===== config.mk =====
export PLATFORM = sky130hd
export DESIGN_NAME = fir8_cell
export DESIGN_NICKNAME = d
export VERILOG_FILES = /design/src/rtl/fir8_pkg.sv /design/src/rtl/fir8_cell.sv
export SDC_FILE = /design/constraint.sdc
export NUM_CORES = 1
export LEC_CHECK = 0
export ABC_AREA = 1
export BUFFER_PORTS_ARGS = -buffer_cell sky130_fd_sc_hd__buf_4
export CORE_UTILIZATION = 45
export DETAILED_ROUTE_END_ITERATION = 6
export GPL_ROUTABILITY_DRIVEN = 0
export PLACE_DENSITY_LB_ADDON = 0.25
export SETUP_SLACK_MARGIN = 0.2
export SLEW_MARGIN = 5
export SYNTH_ARGS = -nofsm -noshare
export SYNTH_HDL_FRONTEND = slang
export SYNTH_SLANG_ARGS = --single-unit

===== constraint.sdc =====
create_clock -name clock -period 17.6 [get_ports clock]
set_clock_uncertainty 0.15 [all_clocks]
set_input_delay 1.76 -clock clock [delete_from_list [all_inputs] [get_ports clock]]
set_output_delay 1.76 -clock clock [all_outputs]
set_load 0.02 [all_outputs]

===== src/rtl/fir8_pkg.sv =====
`timescale 1ns / 1ps

package fir8_pkg;

   localparam int SAMPLE_W     = 16;
   localparam int COEF_W       = 16;
   localparam int PROD_W       = SAMPLE_W + COEF_W;
   localparam int SUM_W        = 35;
   localparam int MAX_TAPS     = 8;
   localparam int TAPS_DEFAULT = 8;
   localparam int CSR_DATA_W   = 32;
   localparam int CSR_ADDR_W   = 5;

   typedef logic signed [COEF_W-1:0] coef_array_type [MAX_TAPS];

   // per-cell control, shared by every cell of the row
   typedef struct packed {
      logic load;   // capture a new product
      logic acc;    // fold product into the partial sum chain
      logic clear;  // word closes a block: partial sums go to zero
   } cell_ctrl_type;

endpackage


===== src/rtl/fir8_cell.sv =====
`timescale 1ns / 1ps

module fir8_cell (
   input  logic                                clock,
   input  logic                                reset,
   input  fir8_pkg::cell_ctrl_type             ctrl,
   input  logic signed [fir8_pkg::SAMPLE_W-1:0] sample,
   input  logic signed [fir8_pkg::COEF_W-1:0]   coef,
   input  logic signed [fir8_pkg::SUM_W-1:0]    sum_in,
   output logic signed [fir8_pkg::SUM_W-1:0]    tap_sum,
   output logic signed [fir8_pkg::SUM_W-1:0]    sum_out
);
   import fir8_pkg::*;

   logic signed [PROD_W-1:0] prod_in;
   logic signed [PROD_W-1:0] prod_ff;
   logic signed [SUM_W-1:0]  sum_in_nxt;
   logic signed [SUM_W-1:0]  sum_ff;

   assign prod_in    = coef * sample;
   // product of this tap plus what the upstream neighbour has gathered
   assign tap_sum    = {{(SUM_W-PROD_W){prod_ff[PROD_W-1]}}, prod_ff} + sum_in;
   assign sum_in_nxt = ctrl.clear ? '0 : tap_sum;
   assign sum_out    = sum_ff;

   always_ff @(posedge clock) begin
      if (ctrl.load) begin
         prod_ff <= prod_in;
      end
   end

   always_ff @(posedge clock) begin
      if (reset) begin
         sum_ff <= '0;
      end else if (ctrl.acc) begin
         sum_ff <= sum_in_nxt;
      end
   end

endmodule


### Word level (Yosys, flattened, before mapping)

Index checks and enable logic that the tools add are counted.

* output and inout port bits: 70
* input port bits: 72
* register bits: 67
* logic and storage cells: 5

* $add $sub $neg: 1
* mux-type cells: 1
* multiply operators: 1

Operators with widths (number)
* adder 35 bit: 1
* two-way mux 35 bit: 1
* multiplier 16 x 16 -> 32 bit: 1

### Depth between registers and ports, before layout

Gate-level depths: netlist of run 1.

* depth in word-level cells: 2
* gate-level depth with buffers: 26
* depth with buffers taken out: 24

### Least setup slack after synthesis of run 1

Ideal clock, no wire load.

* path kind: input-to-reg
* start point: in sample[2] (netlist name)
* end point: reg prod_ff[28], data pin
* buffers on the path: 2
* library setup time: 259 ps
* required time: 17191 ps
* stages: 19
* data arrival time: 6965 ps
* setup slack: 10226 ps
* path through: clkbuf_1 clkbuf_1 nand2_1 fa_1 inv_1 fa_1 inv_1 fa_1 fa_1 fa_1 fa_1 inv_1 ha_1 nand2_1 nor2_1 nand4_1 or2_2 nand3_1 xor2_1

* longest elaborated chain between the ends: 1

Ends and longest elaborated chain
* start: declaration: line fir8_cell.sv:7 `input logic signed [fir8_pkg::SAMPLE_W-1:0] sample,`
* multiplier 16 x 16 -> 32 bit: line fir8_cell.sv:20 `assign prod_in = coef * sample;`
* named net prod_in[28]: line fir8_cell.sv:15 `logic signed [PROD_W-1:0] prod_in;`
* end signal: assignment: line fir8_cell.sv:28 `prod_ff <= prod_in;`
* end: declaration: line fir8_cell.sv:16 `logic signed [PROD_W-1:0] prod_ff;`

The timed path passes the listed nets, and every way through them passes these cells.
A chain may end at the register's enable or synchronous reset.

### Worst setup path after layout of run 1

* start point: in sample[2] (netlist name)
* end point: reg prod_ff[26], data pin

The elaborated chain is that of the path after synthesis.

==> results of run 1 <==
-- cells in the mapped netlist, drive strengths merged --
| cell | number |
|---|---|
| a21o | 2 |
| a31oi | 3 |
| inv | 535 |
| dfxtp | 35 |
| a21oi | 98 |
| o21ai | 29 |
| ha | 116 |
| a211oi | 2 |
| edfxtp | 32 |
| fa | 263 |
| nand3b | 7 |
| buf | 3 |
| nor2 | 91 |
| nand2 | 562 |
| nand3 | 62 |
| nand4 | 12 |
| o21bai | 14 |
| or2 | 10 |
| clkbuf | 64 |
| xor2 | 35 |
| xnor2 | 12 |
| and2 | 19 |
| nor3 | 20 |
| o31ai | 1 |
| o211a | 1 |
-- tightest hold or removal path: cells and delay by family (launching register included) --
kind,cells,cell delay [ns]
flops,1,0.31
simple gates,1,0.06
compound gates,1,0.05
-- cell usage in the layout, fill, tap and decap left out, drive strengths merged, types with 35 or more instances in the layout --
master / Yosys / routed
nand2: 562 / 562
inv: 535 / 535
fa: 263 / 263
buf: 3 / 142
ha: 116 / 116
a21oi: 98 / 98
nor2: 91 / 91
nand3: 62 / 62
xor2: 35 / 35
dfxtp: 35 / 35
-- worst max-delay path by stage --
stage | slack [ns] | depth (start not counted) | endpoint
global route | 9.94 | 23 | prod_ff[26]
detailed placement | 9.92 | 23 | prod_ff[26]
CTS | 10.24 | 23 | prod_ff[26]
finish | 10.20 | 23 | prod_ff[26]
floorplan | 10.23 | 19 | prod_ff[28]
global placement | 9.98 | 23 | prod_ff[26]
-- area by class of cell --
class	instances	area [sq um]	area share (%)
Multi-Input combinational cell	1359	11100	66.6
Inverter	535	2010	12.0
Sequential cell	67	1660	9.95
Timing Repair Buffer	142	1070	6.38
Tap cell	442	553	3.31
Clock buffer	13	272	1.63
Clock inverter	2	10.0	0.0599
-- metrics by stage --
step	hold WS, ns	area, sq um	setup WS, ns	util (%)
final	0.314	16700	10.20	51.1
after global routing	0.330	16700	9.94	51.1
after CTS	0.316	16700	10.24	51.1
after detailed placement	0.307	16400	9.92	50.2
after global placement	0.302	16400	9.98	50.2
after floorplan	0.390	15100	10.23	-
-- kinds of logic after synthesis --
family,count (synthesis),share of synthesized area [%]
compound gates,150,5.39
fa+ha+maj,379,44.6
buf+inv,602,15.0
flops,67,11.0
simple gates,783,21.2
xor+xnor,47,2.74
-- routing by layer --
layer / share of wire, % / GRT usage, % / up-vias
li1: - / - / 6104
met1: 42 / 29.6 / 6096
met2: 50 / 42.5 / 417
met3: 5.9 / 2.65 / 72
met4: 2.6 / 6.81 / 0
met5: 0 / 0 / -
-- sequential cells by signal, indices dropped and copies added, names as in the netlist --
signal,count
prod_ff,32
sum_out,35
==> reports/qor.yml, run 1 <==
critical_path:
  crit_type: "in2reg"
  largest_delay_share_family_worst_path: "adder cells"
  critical_path_required_ns: 17.60
  worst_setup_path_end_kind: "flop"
  slowest_stage_delay_on_critical_path_ns: 0.63
  rr_startpoint: "prod_ff[0]"
  worst_r2r_endpoint: "sum_out[16]"
  cp.buffers_inverters: 7
  critical_path.startpoint: "sample[2]"
  worst_reg_to_reg_setup_slack_ns: 15.01
  crit_slowest_cell: "sky130_fd_sc_hd__fa_1"
  worst_ep_arrival_time_ns: 7.40
  worstPathMaxFanout: 16
  worst_setup_path_start_kind: "primary input"
  worstRegToRegCells: 11
  critical_path.cell_chain: "buf_4, nand2_1, fa_1, inv_1, fa_1, inv_1, fa_1, inv_1, fa_1, fa_1, inv_1, fa_1, inv_1, ha_1, nand2_1, inv_1, nand2_1, nor3_1, nand4_1, nand3_1, nand2_1, nand2_1, xor2_1"
cells_and_area:
  final_std_cells_w_o_fill: 2560
  n_antenna_cell: 0
  n_fill_cell: 3298
  numnets_final: 2565
  layout-area-overhead-vs-synth_pct: 11.0
  layout-drive-gt1-share_pct: 8.17
clock_tree:
  clock-root-buffer: "sky130_fd_sc_hd__clkbuf_16"
  cts_resized: 0
  cts_setup_buffers: 0
  cts.reportedPaths.clkPinSlew_ns: 0.06
  max-clock-path-buffers: 2
  clock_tree_from_tritoncts: "done"
  cts-htree-levels: 3
  cts_hold_buffers: 0
  cts_num_sinks: 67
  cts_inserted_buffers: 9
  insertion_delay_ns: 0.34
grt:
  largest_net_degree_at_the_start_of_global_routing: 37
  gr-total-overflow: 0
  grt_antenna_before_repair: 0
  grt_pass1_vias: 13000
  grt_use_total_pct: 23.6
  grt_pass1_wl_um: 63500
sta:
  tightestPinTransition_ns: 0.648
  tns_ns: 0
  max_freq_ghz: 0.135
  grt_setup_unrepaired: "no"
  period_minus_slack_ns: 7.40
  relSlewSlack_pct: 56.8
  setup_viol_count_final: 0
  final_period_util_pct: 42.0
  report.final.slew_viol_count: 0
  finalHoldViolCount: 0
min_path:
  worst_hold_startpoint: "sum_out[4]"
  holdCritPathClass: "reg2reg"
  hold_path_end: "sum_out[4]"
  timing.hold.worst_path_depth: 2
route:
  drc_errors: 0
  drt-initial-drc-count: 642
  drtAntennaViolNets: 0
  wl_final_um: 38000
  drt-vias-per-instance: 4.96
  routedWlPerCell_um: 14.9
  drt_first_pass_iters: 5
  via_count: 12700
die:
  area_enclosed_by_the_die_boundary_sq_um: 34200
  core.rowCount: 66
  floorplan.die.width_um: 185
  ioPinCount: 142
  initial_utilization_pct: 46.0
  die_y_um: 185
  floorplan_core_area_sq_um: 32700
logic_synthesis:
  syn_area_per_cell_sq_um: 7.42
  netlist.area_leader.share_pct: 35.0
  synth-seq-cells: 67
  net_count_after_synthesis: 2479
  synth_sequential_area_ratio_pct: 11.0
  synthDistinctLibCells: 33
  yosys_warnings: 0
  synth.top_cells.by_area: "sky130_fd_sc_hd__fa_1 35%, sky130_fd_sc_hd__nand2_1 14%, sky130_fd_sc_hd__inv_1 13%"
  post_synthesis_instance_area_sq_um: 15100
  synthesis.instances: 2028
  synthDominantAreaCellType: "sky130_fd_sc_hd__fa_1"
placed_design:
  detailed_place_hpwl_um: 32600
  dpl.cell_count: 2545
  number_of_input_and_output_port_buffers_inserted: 141
flow_run:
  maxCapViolCount: 0
outcome:
  status: "finished, final reports clean"
Power of run 1 is not shown: default switching activity piles up to over one toggle a cycle in this logic, so the estimate is an artifact.
==> run 2, diff against run 1 <==
clock period = 6.3 ns   (was 17.6 ns; I/O delays follow)
==> run 2 against run 1 <==
- worst hold slack is essentially flat
- via count increased by 1.1%
- register-to-register slack got worse by 11 ns
- worst setup slack worse by 9.8 ns
- critical endpoint is now prod_ff[28]
- largest cell class unchanged
==> reports/qor.yml, run 2 (synthesis results as in run 1) <==
cells_and_area:
  final_cell_area_sq_um: 17000
  layout-area-overhead-vs-synth_pct: 12.7
  n_fill_cell: 3235
  postLayoutCoreUtil_pct: 51.9
  numnets_final: 2588
  n_antenna_cell: 0
  final_std_cells_w_o_fill: 2584
  largest_reg_flops: 35
  layout.cells.most_common: "sky130_fd_sc_hd__nand2_1"
  layout-drive-gt1-share_pct: 9.76
  most-common-layout-cells: "558 x sky130_fd_sc_hd__nand2_1, 533 x sky130_fd_sc_hd__inv_1, 261 x sky130_fd_sc_hd__fa_1, 165 x sky130_fd_sc_hd__buf_4, 116 x sky130_fd_sc_hd__ha_1"
critical_path:
  rr_startpoint: "prod_ff[0]"
  worst_r2r_endpoint: "sum_out[16]"
  critical_path.cell_chain: "buf_4, nand2_1, fa_2, inv_1, fa_2, buf_4, fa_1, inv_1, fa_1, fa_1, fa_1, inv_1, ha_1, nand2_1, nor2_1, nand4_1, or2_2, nand3_1, xor2_1"
  crit_slowest_cell: "sky130_fd_sc_hd__fa_2"
  worst_setup_path_start_kind: "primary input"
  path_common_cell: "sky130_fd_sc_hd__fa_1"
  crit_type: "in2reg"
  worst_reg_to_reg_setup_slack_ns: 3.70
  worst_setup_path_end_kind: "flop"
  critical_path_required_ns: 6.24
  worst_ep_arrival_time_ns: 5.87
  worstPathMaxFanout: 16
  worstRegToRegCells: 11
  slowest_stage_delay_on_critical_path_ns: 0.65
die:
  floorplan.die.width_um: 185
  ioPinCount: 142
  floorplan_core_area_sq_um: 32700
  initial_utilization_pct: 46.0
  die_y_um: 185
  area_enclosed_by_the_die_boundary_sq_um: 34200
  core.rowCount: 66
clock_tree:
  max-clock-path-buffers: 2
  cts_num_sinks: 67
  insertion_delay_ns: 0.34
  cts_inserted_buffers: 9
  clock_tree_from_tritoncts: "done"
  clock-root-buffer: "sky130_fd_sc_hd__clkbuf_16"
  cts-htree-levels: 3
  cts.reportedPaths.clkPinSlew_ns: 0.06
sta:
  tightestPinTransition_ns: 0.606
  report.final.slew_viol_count: 0
  tns_ns: 0
  max_freq_ghz: 0.168
  setup_viol_count_final: 0
  relSlewSlack_pct: 59.5
  period_minus_slack_ns: 5.94
  final_period_util_pct: 94.2
  grt_setup_unrepaired: "yes"
  finalHoldViolCount: 0
grt:
  grt_use_total_pct: 24.3
  grt_antenna_before_repair: 0
  grt_pass1_wl_um: 65200
  gr-total-overflow: 0
  largest_net_degree_at_the_start_of_global_routing: 37
  grt_pass1_vias: 13300
outcome:
  status: "finished, final reports clean"
placed_design:
  dpl.cell_count: 2562
  placedInstanceArea_sq_um: 16500
  detailed_place_hpwl_um: 33500
  number_of_input_and_output_port_buffers_inserted: 141
min_path:
  timing.hold.worst_path_depth: 2
  hold_path_end: "sum_out[7]"
  holdCritPathClass: "reg2reg"
  worst_hold_startpoint: "sum_out[7]"
route:
  drt-initial-drc-count: 763
  drt-vias-per-instance: 4.97
  wl_final_um: 39200
  drc_errors: 0
  drt_first_pass_iters: 7
  routedWlPerCell_um: 15.2
  drtAntennaViolNets: 0
  via_count: 12800
flow_run:
  maxCapViolCount: 0
-- run 2: changes by cell type in the layout (fill, tap and decap cells not counted), moves of 3 or more --
| cell | delta |
|---|---|
| sky130_fd_sc_hd__a21oi_1 | -3 |
| sky130_fd_sc_hd__a21oi_2 | +3 |
| sky130_fd_sc_hd__buf_4 | +23 |
| sky130_fd_sc_hd__inv_4 | +3 |
| sky130_fd_sc_hd__nor3_1 | -3 |
| sky130_fd_sc_hd__nor3_2 | +3 |
-- run 2: worst max-delay path by stage --
stage | startpoint | end | slack [ns] | cells after the start
2_1_floorplan | sample[3] | prod_ff[28] | 0.22 | 19
3_3_place_gp | sample[1] | prod_ff[21] | 0.05 | 21
3_5_place_dp | sample[1] | prod_ff[21] | 0.002 | 21
4_1_cts | sample[1] | prod_ff[21] | 0.34 | 21
5_1_grt | coef[13] | prod_ff[26] | 0.18 | 22
6_report | sample[2] | prod_ff[28] | 0.36 | 19
-- run 2: worst max-delay path, delay by kind of cell --
kind	cells	cell delay, ns
buffers and inverters	5	0.63
AND/OR/NAND/NOR	6	0.99
adder cells (fa/ha/maj)	7	3.56
XOR/XNOR	1	0.06
-- run 2: timing repair --
| action | in CTS | in global routing |
|---|---|---|
| resized for setup | 0 | 11 |
| hold buffers | 0 | 0 |
| setup buffers | 0 | 6 |
| endpoints found under the hold margin | 0 | 0 |
| endpoints found under the setup margin | 0 | 8 |
-- run 2: per-stage QoR --
stage,setup slack (ns),hold slack [ns]
2_1_floorplan,0.222,0.390
6_report,0.363,0.314
5_1_grt,0.181,0.334
3_3_place_gp,0.0505,0.302
4_1_cts,0.343,0.317
3_5_place_dp,0.00153,0.308
-- run 2: routing by layer --
layer  up-vias  GRT usage, %  part of all wire [%]
li1       6147             -                     -
met1      6222          30.8                    42
met2       403          43.9                    50
met3        61          2.44                   5.8
met4         0          6.18                   2.0
met5         -             0                     0
-- run 2: area by class of cell --
cell class              instances  area (sq um)  area share, %
multi-input cells            1359         11200           65.8
flip-flops and latches         67          1660           9.79
inverters                     535          2010           11.9
repair buffers                165          1240           7.30
well taps                     442           553           3.26
clock buffers                  10           250           1.47
clock inverters                 6          82.6          0.487
Power of run 2 is left out for the same reason.
