[src/rtl/fir8_pkg.sv]
`timescale 1ns / 1ps

package fir8_pkg;

   localparam int SAMPLE_W     = 16;
   localparam int COEF_W       = 16;
   localparam int PROD_W       = SAMPLE_W + COEF_W;
   localparam int SUM_W        = 35;
   localparam int MAX_TAPS     = 8;
   localparam int TAPS_DEFAULT = 8;
   localparam int CSR_DATA_W   = 32;
   localparam int CSR_ADDR_W   = 5;

   typedef logic signed [COEF_W-1:0] coef_array_type [MAX_TAPS];

   // per-cell control, shared by every cell of the row
   typedef struct packed {
      logic load;   // capture a new product
      logic acc;    // fold product into the partial sum chain
      logic clear;  // word closes a block: partial sums go to zero
   } cell_ctrl_type;

endpackage

[src/rtl/fir8_csr.sv]
`timescale 1ns / 1ps

module fir8_csr (
   input  logic                             clock,
   input  logic                             reset,
   input  logic                             csr_psel,
   input  logic                             csr_penable,
   input  logic                             csr_pwrite,
   input  logic [fir8_pkg::CSR_ADDR_W-1:0]  csr_paddr,
   input  logic [fir8_pkg::CSR_DATA_W-1:0]  csr_pwdata,
   output logic [fir8_pkg::CSR_DATA_W-1:0]  csr_prdata,
   output logic                             csr_pready,
   output fir8_pkg::coef_array_type         coef
);
   import fir8_pkg::*;

   localparam int IDX_W = $clog2(MAX_TAPS);

   logic signed [COEF_W-1:0] coef_ff [MAX_TAPS];
   logic [IDX_W-1:0]         idx;
   logic                     wr_en;

   assign idx        = csr_paddr[IDX_W+1:2];
   assign wr_en      = csr_psel && csr_penable && csr_pwrite;
   assign csr_pready = 1'b1;
   assign csr_prdata = {{(CSR_DATA_W-COEF_W){1'b0}}, coef_ff[idx]};

   always_ff @(posedge clock) begin
      if (reset) begin
         for (int i = 0; i < MAX_TAPS; i++) begin
            coef_ff[i] <= '0;
         end
      end else if (wr_en) begin
         coef_ff[idx] <= csr_pwdata[COEF_W-1:0];
      end
   end

   always_comb begin
      for (int i = 0; i < MAX_TAPS; i++) begin
         coef[i] = coef_ff[i];
      end
   end

endmodule

[config.mk]
export PLATFORM = sky130hd
export DESIGN_NAME = fir8_csr
export DESIGN_NICKNAME = d
export VERILOG_FILES = /design/src/rtl/fir8_pkg.sv /design/src/rtl/fir8_csr.sv
export SDC_FILE = /design/constraint.sdc
export NUM_CORES = 1
export LEC_CHECK = 0
export BUFFER_PORTS_ARGS = -buffer_cell sky130_fd_sc_hd__buf_2
export CAP_MARGIN = 20
export CELL_PAD_IN_SITES_DETAIL_PLACEMENT = 2
export CELL_PAD_IN_SITES_GLOBAL_PLACEMENT = 2
export CORE_ASPECT_RATIO = 1.75
export CORE_MARGIN = 3
export CORE_UTILIZATION = 35
export CTS_BUF_LIST = sky130_fd_sc_hd__clkbuf_2 sky130_fd_sc_hd__clkbuf_4 sky130_fd_sc_hd__clkbuf_8
export CTS_CLUSTER_SIZE = 20
export DETAILED_ROUTE_END_ITERATION = 12
export GPL_TIMING_DRIVEN = 0
export PLACE_DENSITY_LB_ADDON = 0.1
export SYNTH_ARGS = -nofsm -noshare
export SYNTH_HDL_FRONTEND = slang
export SYNTH_SLANG_ARGS = --single-unit
export TNS_END_PERCENT = 1
[constraint.sdc]
create_clock -name clock -period 2 [get_ports clock]
set_input_delay 0.1 -clock clock [delete_from_list [all_inputs] [get_ports clock]]
set_output_delay 0.1 -clock clock [all_outputs]
set_load 0.05 [all_outputs]
Yosys cells after proc, flatten, opt, wreduce, memory -nomap -nowiden
Memories as Yosys holds them, arrays and structs flattened.
Index checks and enable logic that the tools add are counted.
{"block": "word_totals", "regBits": 0, "ram_bits": 128, "in_bits": 42, "output_inout_bits": 161, "wordCells": 12, "mem_count": 1}
{"memory": "coef_ff", "depth": 8, "word_bits": 16, "rd": 9, "rd_ports_with_merged_regs": 0, "write_ports": 8, "line": "fir8_csr.sv:19", "rtl": "logic signed [COEF_W-1:0] coef_ff [MAX_TAPS];"}
{"block": "classes", "muxes": 8, "reduce_logical": 3}
{"op": "2-to-1 mux 16 bit", "count": 1}
{"op": "OR reduction 16 bit", "count": 1}
{"op": "2-to-1 mux 1 bit", "count": 6}
{"op": "2-to-1 mux 3 bit", "count": 1}
{"op": "logical AND 1 bit", "count": 2}

Depth between registers and ports, before layout
Gate-level depths: netlist of run 1.
{"block": "depth", "word_depth": 7, "mapped_depth": 5, "ltp_nobuf": 3}

Least setup slack after synthesis of run 1
No wires, ideal clock.
{"block": "synth_timing", "kind": "in2reg", "start": "input port reset", "end": "memory coef_ff[2][0] (enable)", "setup_time_ns": 0.373, "arrival_time_ns": 1.290, "t_required_ns": 1.627, "setup_slack_ns": 0.337, "cell_stages": 3, "path_buffers": 0, "path_cell_list": "nand4b_4 -> nor4b_4 -> or2_1"}
{"item": "start: declaration", "line": "fir8_csr.sv:5", "rtl": "input logic reset,"}
{"item": "end: declaration", "line": "fir8_csr.sv:19"}

==> flow_summary.toml, run 1 <==
[die]
rows = 63
die_area_mm2 = 0.0190
start_util_pct = 35.8
die_x_um = 106
core-area_mm2 = 0.0169
io_pins = 203
die_y_um = 180

[worst_setup_path]
cp_num_buf_inv = 1
crit_required_ns = 1.90
slowest_delay_ns = 0.48
start_kind = "register"
cp_num_cells = 3
crit_slowest_cell = "mux4_2"
cp_max_fo = 2
cp.arrival_ns = 1.85
critical_path_class = "reg2out"
path_cells = "mux4_2 > mux2_2 > buf_2"
critPathCaptureType = "output pin"
critPathTopFamily = "multiplexers"

[synth]
ys_seq_elements = 128
synth_edf_count = 128
synth-main-ff-cell = "edfxtp_1"
async_flop_share_pct = 0
synth_top_family_by_area = "simple AND/OR/NAND/NOR gates"
synth.distinct_cells = 23
synthSimpleGateAreaFrac_pct = 18.9
synthTopCellsByArea = "edfxtp_1 (63%), and2_1 (13%), mux4_2 (12%)"
muxShareOfSynthArea_pct = 13.0
synthCells = 383
yosys_warnings = 0
post-synth-top-area-fraction_pct = 63.3
synth-compound-area-share_pct = 0.392
yosysSeqAreaShare_pct = 63.3
avgSynthCellArea_um2 = 15.9
yosysTopAreaCell = "edfxtp_1"
synth-xor-area-share_pct = 0
synth_area_mm2 = 0.00607
synth-adder-area-share_pct = 0

[layout]
largest_register_ffs = 128
syn_to_final_growth_pct = 25.2
final_cells = 824
reg.largest.list = "coef_ff x128"
fin_nets = 626
regMostFlops = "coef_ff"
stdcell_area_mm2 = 0.00760
drive_above_1_share_pct = 48.7
multi_input_area_mm2 = 0.00202
fillerInstances = 1731
antenna_cells = 0
seq_area_mm2 = 0.00384

[drt]
ant_nets = 0
wire_per_inst_um = 25.6
routed_wl_um = 21100
via_count = 4067
drc = 0
first_pass_iters = 4
via_per_inst = 4.94
drt-initial-drc-count = 119

[min_path]
min_path_cells = 2
hold_path_class = "in2reg"

[flow_run]
drv_cap = 0

[placement]
portBuffers = 166
place_congestion = 0.783
dpl_cell_area_mm2 = 0.00724
dpl.cell_count = 791
dp_hpwl_um = 14900

[status]
status = "completed"

[grt]
grt_usage_pct = 22.6
grt_max_degree = 17
grt_pass1_wl_um = 30700
grt_pass1_vias = 4611
grt-ovfl-total = 0
antenna_found_initial = 0

[power_and_ir_drop]
p_leak_uw = 0.00308
peakVddDrop_v = 0.000401
p_per_area_mw_per_mm2 = 870

[clocking]
cts_buffer_depth = 2
numClockSinks = 128
tritoncts = "built"
cts_made_buffers = 17
htreeDepth = 4
clk_pin_slew_ns = 0.09
cts_root_buf = "clkbuf_8"

[sta]
drv_slew = 0
period_needed_ns = 1.95
max_freq_ghz = 0.514
relSlewSlack_pct = 58.3
rsz0062_at_grt = "yes"
period_share_pct = 97.3
finalSetupViolCount = 0
worst_pin_slew_ns = 0.621
hold_viol_final = 0
[cell type report]
cell class                      count  area share, %
Buffer                             35           3.38
Clock buffer                       18           3.18
Clock inverter                     14           1.43
Inverter                            2         0.0988
Multi-Input combinational cell    233           26.6
Sequential cell                   128           50.6
Tap cell                          227           3.74
Timing Repair Buffer              167           11.0
[repair_timing]
| item | CTS | global route |
|---|---|---|
| buffers inserted | 0 | 1 |
| gates resized for setup | 2 | 0 |
| hold buffers | 0 | 0 |
| endpoints found under the setup margin | 32 | 4 |
[cell usage in the layout, fill, tap and decap left out, types with 2 or more instances in the layout]
cell type / n
clkinvlp_4: 6
edfxtp_1: 128
nor4_4: 2
buf_6: 5
nor4b_4: 2
inv_2: 2
buf_4: 21
conb_1: 17
or2_2: 8
nor3_4: 4
and2_1: 128
nand2_1: 26
inv_6: 5
clkbuf_8: 17
mux2_2: 7
buf_2: 176
mux4_2: 31
[metrics by stage]
step | power, uW | utilization (%) | setup WS [ns] | setup TNS (ns) | hold slack [ns]
5_1_grt | 6810 | 44.8 | -0.00550 | -0.0152 | 0.0251
3_5_place_dp | 4660 | 42.7 | -0.555 | -33.30 | 0.472
6_report | 6610 | 44.8 | 0.0540 | 0 | 0.0178
3_3_place_gp | 4630 | 42.7 | -0.553 | -29.89 | 0.460
4_1_cts | 6660 | 44.8 | 0.0260 | 0 | 0.00583
2_1_floorplan | 4260 | - | 0.337 | 0 | 0.298
[per-layer routing]
| layer | global-route usage [%] | vias to the layer above | share of wire [%] |
|---|---|---|---|
| met1 | 22.8 | 2104 | 34 |
| li1 | - | 1765 | - |
| met3 | 5.59 | 31 | 5.8 |
| met4 | 7.26 | 0 | 2.1 |
| met5 | 0 | - | 0 |
| met2 | 44.4 | 167 | 58 |
[synthesized netlist by cell type (4+ instances only)]
library cell  instances
and2_1              128
edfxtp_1            128
mux4_2               31
nand2_1              26
buf_4                20
buf_2                10
mux2_2                7
or2_2                 6
buf_6                 5
nor3_4                4
[final timing paths]
path | from | to | slack [ns]
worst max-delay path | coef_ff[7][13] | csr_prdata[13] | 0.05
worst min-delay path | csr_pwdata[13] | coef_ff[2][13] | 0.02
[cell families (layout without fill, tap and decap cells)]
family / after synthesis / in the layout
muxes: 39 / 39
DFF: 128 / 128
buffers and inverters: 37 / 236
AOI/OAI and AO/OA: 3 / 3
and+or+nand+nor: 174 / 174
other: 2 / 17
[power breakdown]
part	switching (uW)	total, uW	internal (uW)
registers	88.4	3180	3090
clock network	1140	2020	888
logic	1080	1400	325
total	2300	6610	4310
No activity file was read; power rests on OpenSTA's default activity.
==> run 2, diff against run 1 <==
--- a/config.mk
+++ b/config.mk
@@ -5,13 +5,14 @@
 export SDC_FILE = /design/constraint.sdc
 export NUM_CORES = 1
 export LEC_CHECK = 0
+export ABC_AREA = 1
 export BUFFER_PORTS_ARGS = -buffer_cell sky130_fd_sc_hd__buf_2
 export CAP_MARGIN = 20
 export CELL_PAD_IN_SITES_DETAIL_PLACEMENT = 2
 export CELL_PAD_IN_SITES_GLOBAL_PLACEMENT = 2
 export CORE_ASPECT_RATIO = 1.75
 export CORE_MARGIN = 3
-export CORE_UTILIZATION = 35
+export CORE_UTILIZATION = 30
 export CTS_BUF_LIST = sky130_fd_sc_hd__clkbuf_2 sky130_fd_sc_hd__clkbuf_4 sky130_fd_sc_hd__clkbuf_8
 export CTS_CLUSTER_SIZE = 20
 export DETAILED_ROUTE_END_ITERATION = 12
==> run 2 against run 1 <==
Against the previous run: core utilization is 5.7 points lower; clock-buffer cell count is 2 higher; first-iteration DRC count is 110% higher; via count is 37% higher; critical endpoint is now coef_ff[2][8]; largest power group unchanged.
==> flow_summary.toml, run 2 <==
[sta]
max_freq_ghz = 0.542
rsz0062_at_grt = "no"
holdWs_ns = 0.0926
relSlewSlack_pct = 36.3
period_needed_ns = 1.85
hold_viol_final = 0
fin_setup_tns_ns = 0
finalSetupViolCount = 0
drv_slew = 0
period_share_pct = 92.3
worst_pin_slew_ns = 0.953

[synth]
synthCells = 685
post-synth-top-area-fraction_pct = 62.5
yosysSeqAreaShare_pct = 62.5
synth-main-ff-cell = "edfxtp_1"
synth_common_cells = "nand2_1 (330), edfxtp_1 (128), nor2_1 (124), buf_4 (19), inv_1 (19)"
avgSynthCellArea_um2 = 8.98
synthTopCellsByArea = "edfxtp_1 (62%), nand2_1 (20%), nor2_1 (7.6%)"
synth.distinct_cells = 19
ys_seq_elements = 128
async_flop_share_pct = 0
yosysTopAreaCell = "edfxtp_1"
yosys_warnings = 0
synth_edf_count = 128
synth_area_mm2 = 0.00615
synth.most_common_cell = "nand2_1"

[grt]
grt_max_degree = 17
antenna_found_initial = 0
grt_usage_pct = 23.2
grt_pass1_vias = 6156
grt_pass1_wl_um = 37500
grt-ovfl-total = 0

[clocking]
post-cts-setup-buffers = 0
clk_pin_slew_ns = 0.08
cts_made_buffers = 17
htreeDepth = 4
ctsResizeCount = 0
tritoncts = "built"
cts_buffer_depth = 2
cts_root_buf = "clkbuf_8"
numClockSinks = 128
hold_buffers = 0

[drt]
drc = 0
via_per_inst = 4.87
ant_nets = 0
first_pass_iters = 4
via_count = 5567
routed_wl_um = 25600
wire_per_inst_um = 22.4
drt-initial-drc-count = 247

[placement]
dpl_cell_area_mm2 = 0.00734
portBuffers = 165
dp_hpwl_um = 19200
dpl.cell_count = 1110
place_congestion = 0.794

[layout]
drive_above_1_share_pct = 28.8
syn_to_final_growth_pct = 26.6
stdcell_area_mm2 = 0.00779
fin_nets = 926
final_common_cell = "nand2_1"
regMostFlops = "coef_ff"
reg.largest.list = "coef_ff x128"
antenna_cells = 0
final_cell_mix = "nand2_1 (330), buf_2 (181), edfxtp_1 (128), nor2_1 (124)"
largest_register_ffs = 128
final_cells = 1142

[worst_setup_path]
critPathTopFamily = "simple AND/OR/NAND/NOR gates"
startpoint = "csr_paddr[4]"
critPathCaptureType = "register"
path_cells = "buf_2 > buf_2 > nor3_1 > nand2_1 > buf_2 > nand2_1"
start_kind = "primary input"
crit_required_ns = 1.99
cp.arrival_ns = 1.83
slowest_delay_ns = 0.61
cp_num_buf_inv = 3
crit_top_cell = "buf_2"
critical_path_class = "in2reg"
cp_max_fo = 16
crit_slowest_cell = "nand2_1"

[power_and_ir_drop]
p_per_area_mw_per_mm2 = 938
peakVddDrop_v = 0.000399
internal_power_uw = 4890
p_switching_uw = 2420
p_clk_share_pct = 35.7
p_leak_uw = 0.00376
p_total_uw = 7300
swShare_pct = 33.1
combinationalPowerShare_pct = 20.5
seqPwrFrac_pct = 43.8

[die]
start_util_pct = 30.9
rows = 68
io_pins = 203
core-area_mm2 = 0.0199
die_y_um = 195
die_area_mm2 = 0.0223
die_x_um = 114

[min_path]
hp-start = "csr_pwdata[14]"
hold_path_class = "in2reg"

[status]
status = "completed"

[flow_run]
drv_cap = 0
[run 2: changes by cell type in the layout (fill, tap and decap cells not counted), moves of 7 or more]
cell / before / now
nor2_1: 1 / 124
mux4_2: 31 / 0
and2_1: 128 / 0
nor2_2: 0 / 10
mux2_2: 7 / 0
nand2_1: 26 / 330
inv_1: 0 / 19
clkbuf_1: 0 / 9
or2_2: 8 / 0
[run 2: path summary, 6_finish.rpt]
kind	depth (start not counted)	end
setup / recovery	6	coef_ff[2][8]
hold / removal	3	coef_ff[7][14]
[run 2: area by class of cell]
class / instances / area [um2]
Clock inverter: 12 / 190
Tap cell: 245 / 307
Fill cell: 2290 / 12100
Sequential cell: 128 / 3840
Clock buffer: 20 / 256
Multi-Input combinational cell: 500 / 1980
Inverter: 21 / 78.8
Buffer: 51 / 313
Timing Repair Buffer: 165 / 826
[run 2: metal layers]
layer	GRT usage, %	share of wire (%)	vias to the layer above
met3	3.22	4.1	46
met1	24.3	35	2816
met4	9.42	3.5	0
li1	-	-	2524
met5	0	0	-
met2	45.0	57	181
[run 2: power groups by stage]
stage / clock, uW / sequential [uW] / combinational (uW)
2_1_floorplan: 0 / 3750 / 560
3_5_place_dp: 0 / 3260 / 1510
4_1_cts: 2640 / 3200 / 1520
3_3_place_gp: 0 / 3250 / 1490
6_report: 2610 / 3200 / 1500
5_1_grt: 2730 / 3210 / 1590
[run 2: kinds of logic (layout without fill, tap and decap cells)]
kind of cell	count (synthesis)	count (layout)	synth area share, %
simple gates	483	483	31.1
other cells	2	17	0.122
buf+inv	72	269	6.36
flops	128	128	62.5
[run 2: through the flow]
step,setup WS [ns],utilization (%)
floorplan,0.407,-
global placement,-0.247,36.9
detailed placement,-0.340,36.9
CTS,0.112,39.1
global route,0.0127,39.1
finish,0.155,39.1
==> run 3, diff against run 2 <==
--- a/config.mk
+++ b/config.mk
@@ -12,7 +12,7 @@
 export CELL_PAD_IN_SITES_GLOBAL_PLACEMENT = 2
 export CORE_ASPECT_RATIO = 1.75
 export CORE_MARGIN = 3
-export CORE_UTILIZATION = 30
+export CORE_UTILIZATION = 27
 export CTS_BUF_LIST = sky130_fd_sc_hd__clkbuf_2 sky130_fd_sc_hd__clkbuf_4 sky130_fd_sc_hd__clkbuf_8
 export CTS_CLUSTER_SIZE = 20
 export DETAILED_ROUTE_END_ITERATION = 12
==> constraint.sdc (replaced) <==
create_clock -name clock -period 1.57 [get_ports clock]
set_input_delay 0.0785 -clock clock [delete_from_list [all_inputs] [get_ports clock]]
set_output_delay 0.0785 -clock clock [all_outputs]
set_load 0.05 [all_outputs]
==> run 3 against run 2 <==
Against the previous run: final area up 5.2%; via count down 2.0%; the run now ends with setup timing left; critical path type is now reg2out; largest power group unchanged; cell count up 5.2%.
==> flow_summary.toml, run 3 (synthesized netlist as in run 2, its figures left out) <==
[status]
status = "finished, violations left"
failed_checks = "setup timing"

[die]
die_area_mm2 = 0.0247
die_y_um = 206
core-area_mm2 = 0.0223
start_util_pct = 27.7
io_pins = 203
die_x_um = 120
rows = 72

[sta]
relSlewSlack_pct = 55.5
period_needed_ns = 1.61
holdWs_ns = 0.0936
rsz0062_at_grt = "yes"
drv_slew = 0
finalSetupViolCount = 9
max_freq_ghz = 0.620
worst_pin_slew_ns = 0.668
period_share_pct = 103
worst_slack_ns = -0.0422
hold_viol_final = 0

[layout]
regMostFlops = "coef_ff"
antenna_cells = 0
fillerInstances = 2570
drive_above_1_share_pct = 34.7
syn_to_final_growth_pct = 33.2
postLayoutCoreUtil_pct = 36.8
reg.largest.list = "coef_ff x128"
stdcell_area_mm2 = 0.00820
largest_register_ffs = 128
final_common_cell = "nand2_1"
final_cell_mix = "nand2_1 (288), buf_2 (164), edfxtp_1 (128), nor2_1 (124), nand2_2 (38)"
fin_nets = 934

[placement]
portBuffers = 165
dp_hpwl_um = 19700
place_congestion = 0.812
dpl_cell_area_mm2 = 0.00741
post-place-ws_ns = -0.793

[grt]
antenna_found_initial = 0
grt_pass1_wl_um = 37300
grt_pass1_vias = 5977
grt_max_degree = 17
grt_usage_pct = 21.1
grt-ovfl-total = 0

[clocking]
tritoncts = "built"
numClockSinks = 128
cts_root_buf = "clkbuf_8"
cts_buffer_depth = 2
htreeDepth = 4
cts_made_buffers = 17
clk_pin_slew_ns = 0.08

[power_and_ir_drop]
p_per_area_mw_per_mm2 = 1150
peakVddDrop_v = 0.000783
p_total_uw = 9450
p_leak_uw = 0.00385

[min_path]
hold_path_class = "in2reg"
hp-start = "csr_pwdata[14]"

[worst_setup_path]
critPathCaptureType = "output pin"
start_kind = "register"
critical_path_class = "reg2out"
crit_required_ns = 1.49
cp.arrival_ns = 1.53
cp_max_fo = 2
startpoint = "coef_ff[5][8]"

[drt]
wire_per_inst_um = 21.8
drt-initial-drc-count = 230
routed_wl_um = 26200
first_pass_iters = 4
ant_nets = 0
drc = 0
via_count = 5458
via_per_inst = 4.54

[flow_run]
drv_cap = 0
run 3: changes by cell type in the layout (fill, tap and decap cells not counted), sizes merged:
cell and change:
clkbuf -2, clkinvlp +2, buf +7, clkinv +1
run 3: timing repair:
item | CTS | global route
pin swaps | 17 | 22
endpoints found under the setup margin | 112 | 96
hold buffers | 0 | 0
setup buffers | 0 | 8
resized for setup | 72 | 25
run 3: report_power, final:
group	switching (uW)	internal (uW)
logic	1610	457
clock network	1430	1880
registers	126	3940
run 3: routing by layer:
metal / global-route usage, % / wire length (um) / up-vias
li1: - / - / 2545
met1: 21.3 / 9540 / 2744
met2: 42.0 / 15100 / 142
met3: 3.16 / 821 / 27
met4: 9.05 / 793 / 0
met5: 0 / 0 / -
run 3: critical path, stage by stage (launching register included):
cell      delay (ns)
edfxtp_1        0.41
nand2_1         0.10
nand2_1         0.08
nand2_1         0.09
nand2_2         0.08
nand2_2         0.09
nand2_1         0.08
buf_6           0.16
run 3: worst paths after layout:
| path | endpoint | depth (start not counted) |
|---|---|---|
| worst min-delay path | coef_ff[7][14] | 3 |
| worst max-delay path | csr_prdata[8] | 7 |
run 3: cell type report:
class,instances,area (um2),share of cell area [%]
Sequential cell,128,3840,46.9
Timing Repair Buffer,173,1010,12.3
Tap cell,296,370,4.52
Clock buffer,17,234,2.85
Multi-Input combinational cell,500,2120,25.8
Clock inverter,15,218,2.66
Buffer,51,325,3.97
Inverter,21,78.8,0.962
run 3: through the flow:
step           std cells  setup TNS (ns)
3_3_place_gp        1161          -73.16
5_1_grt             1201           -1.39
3_5_place_dp        1161          -80.18
6_report            1201          -0.138
4_1_cts             1193          -0.898
2_1_floorplan        700               0
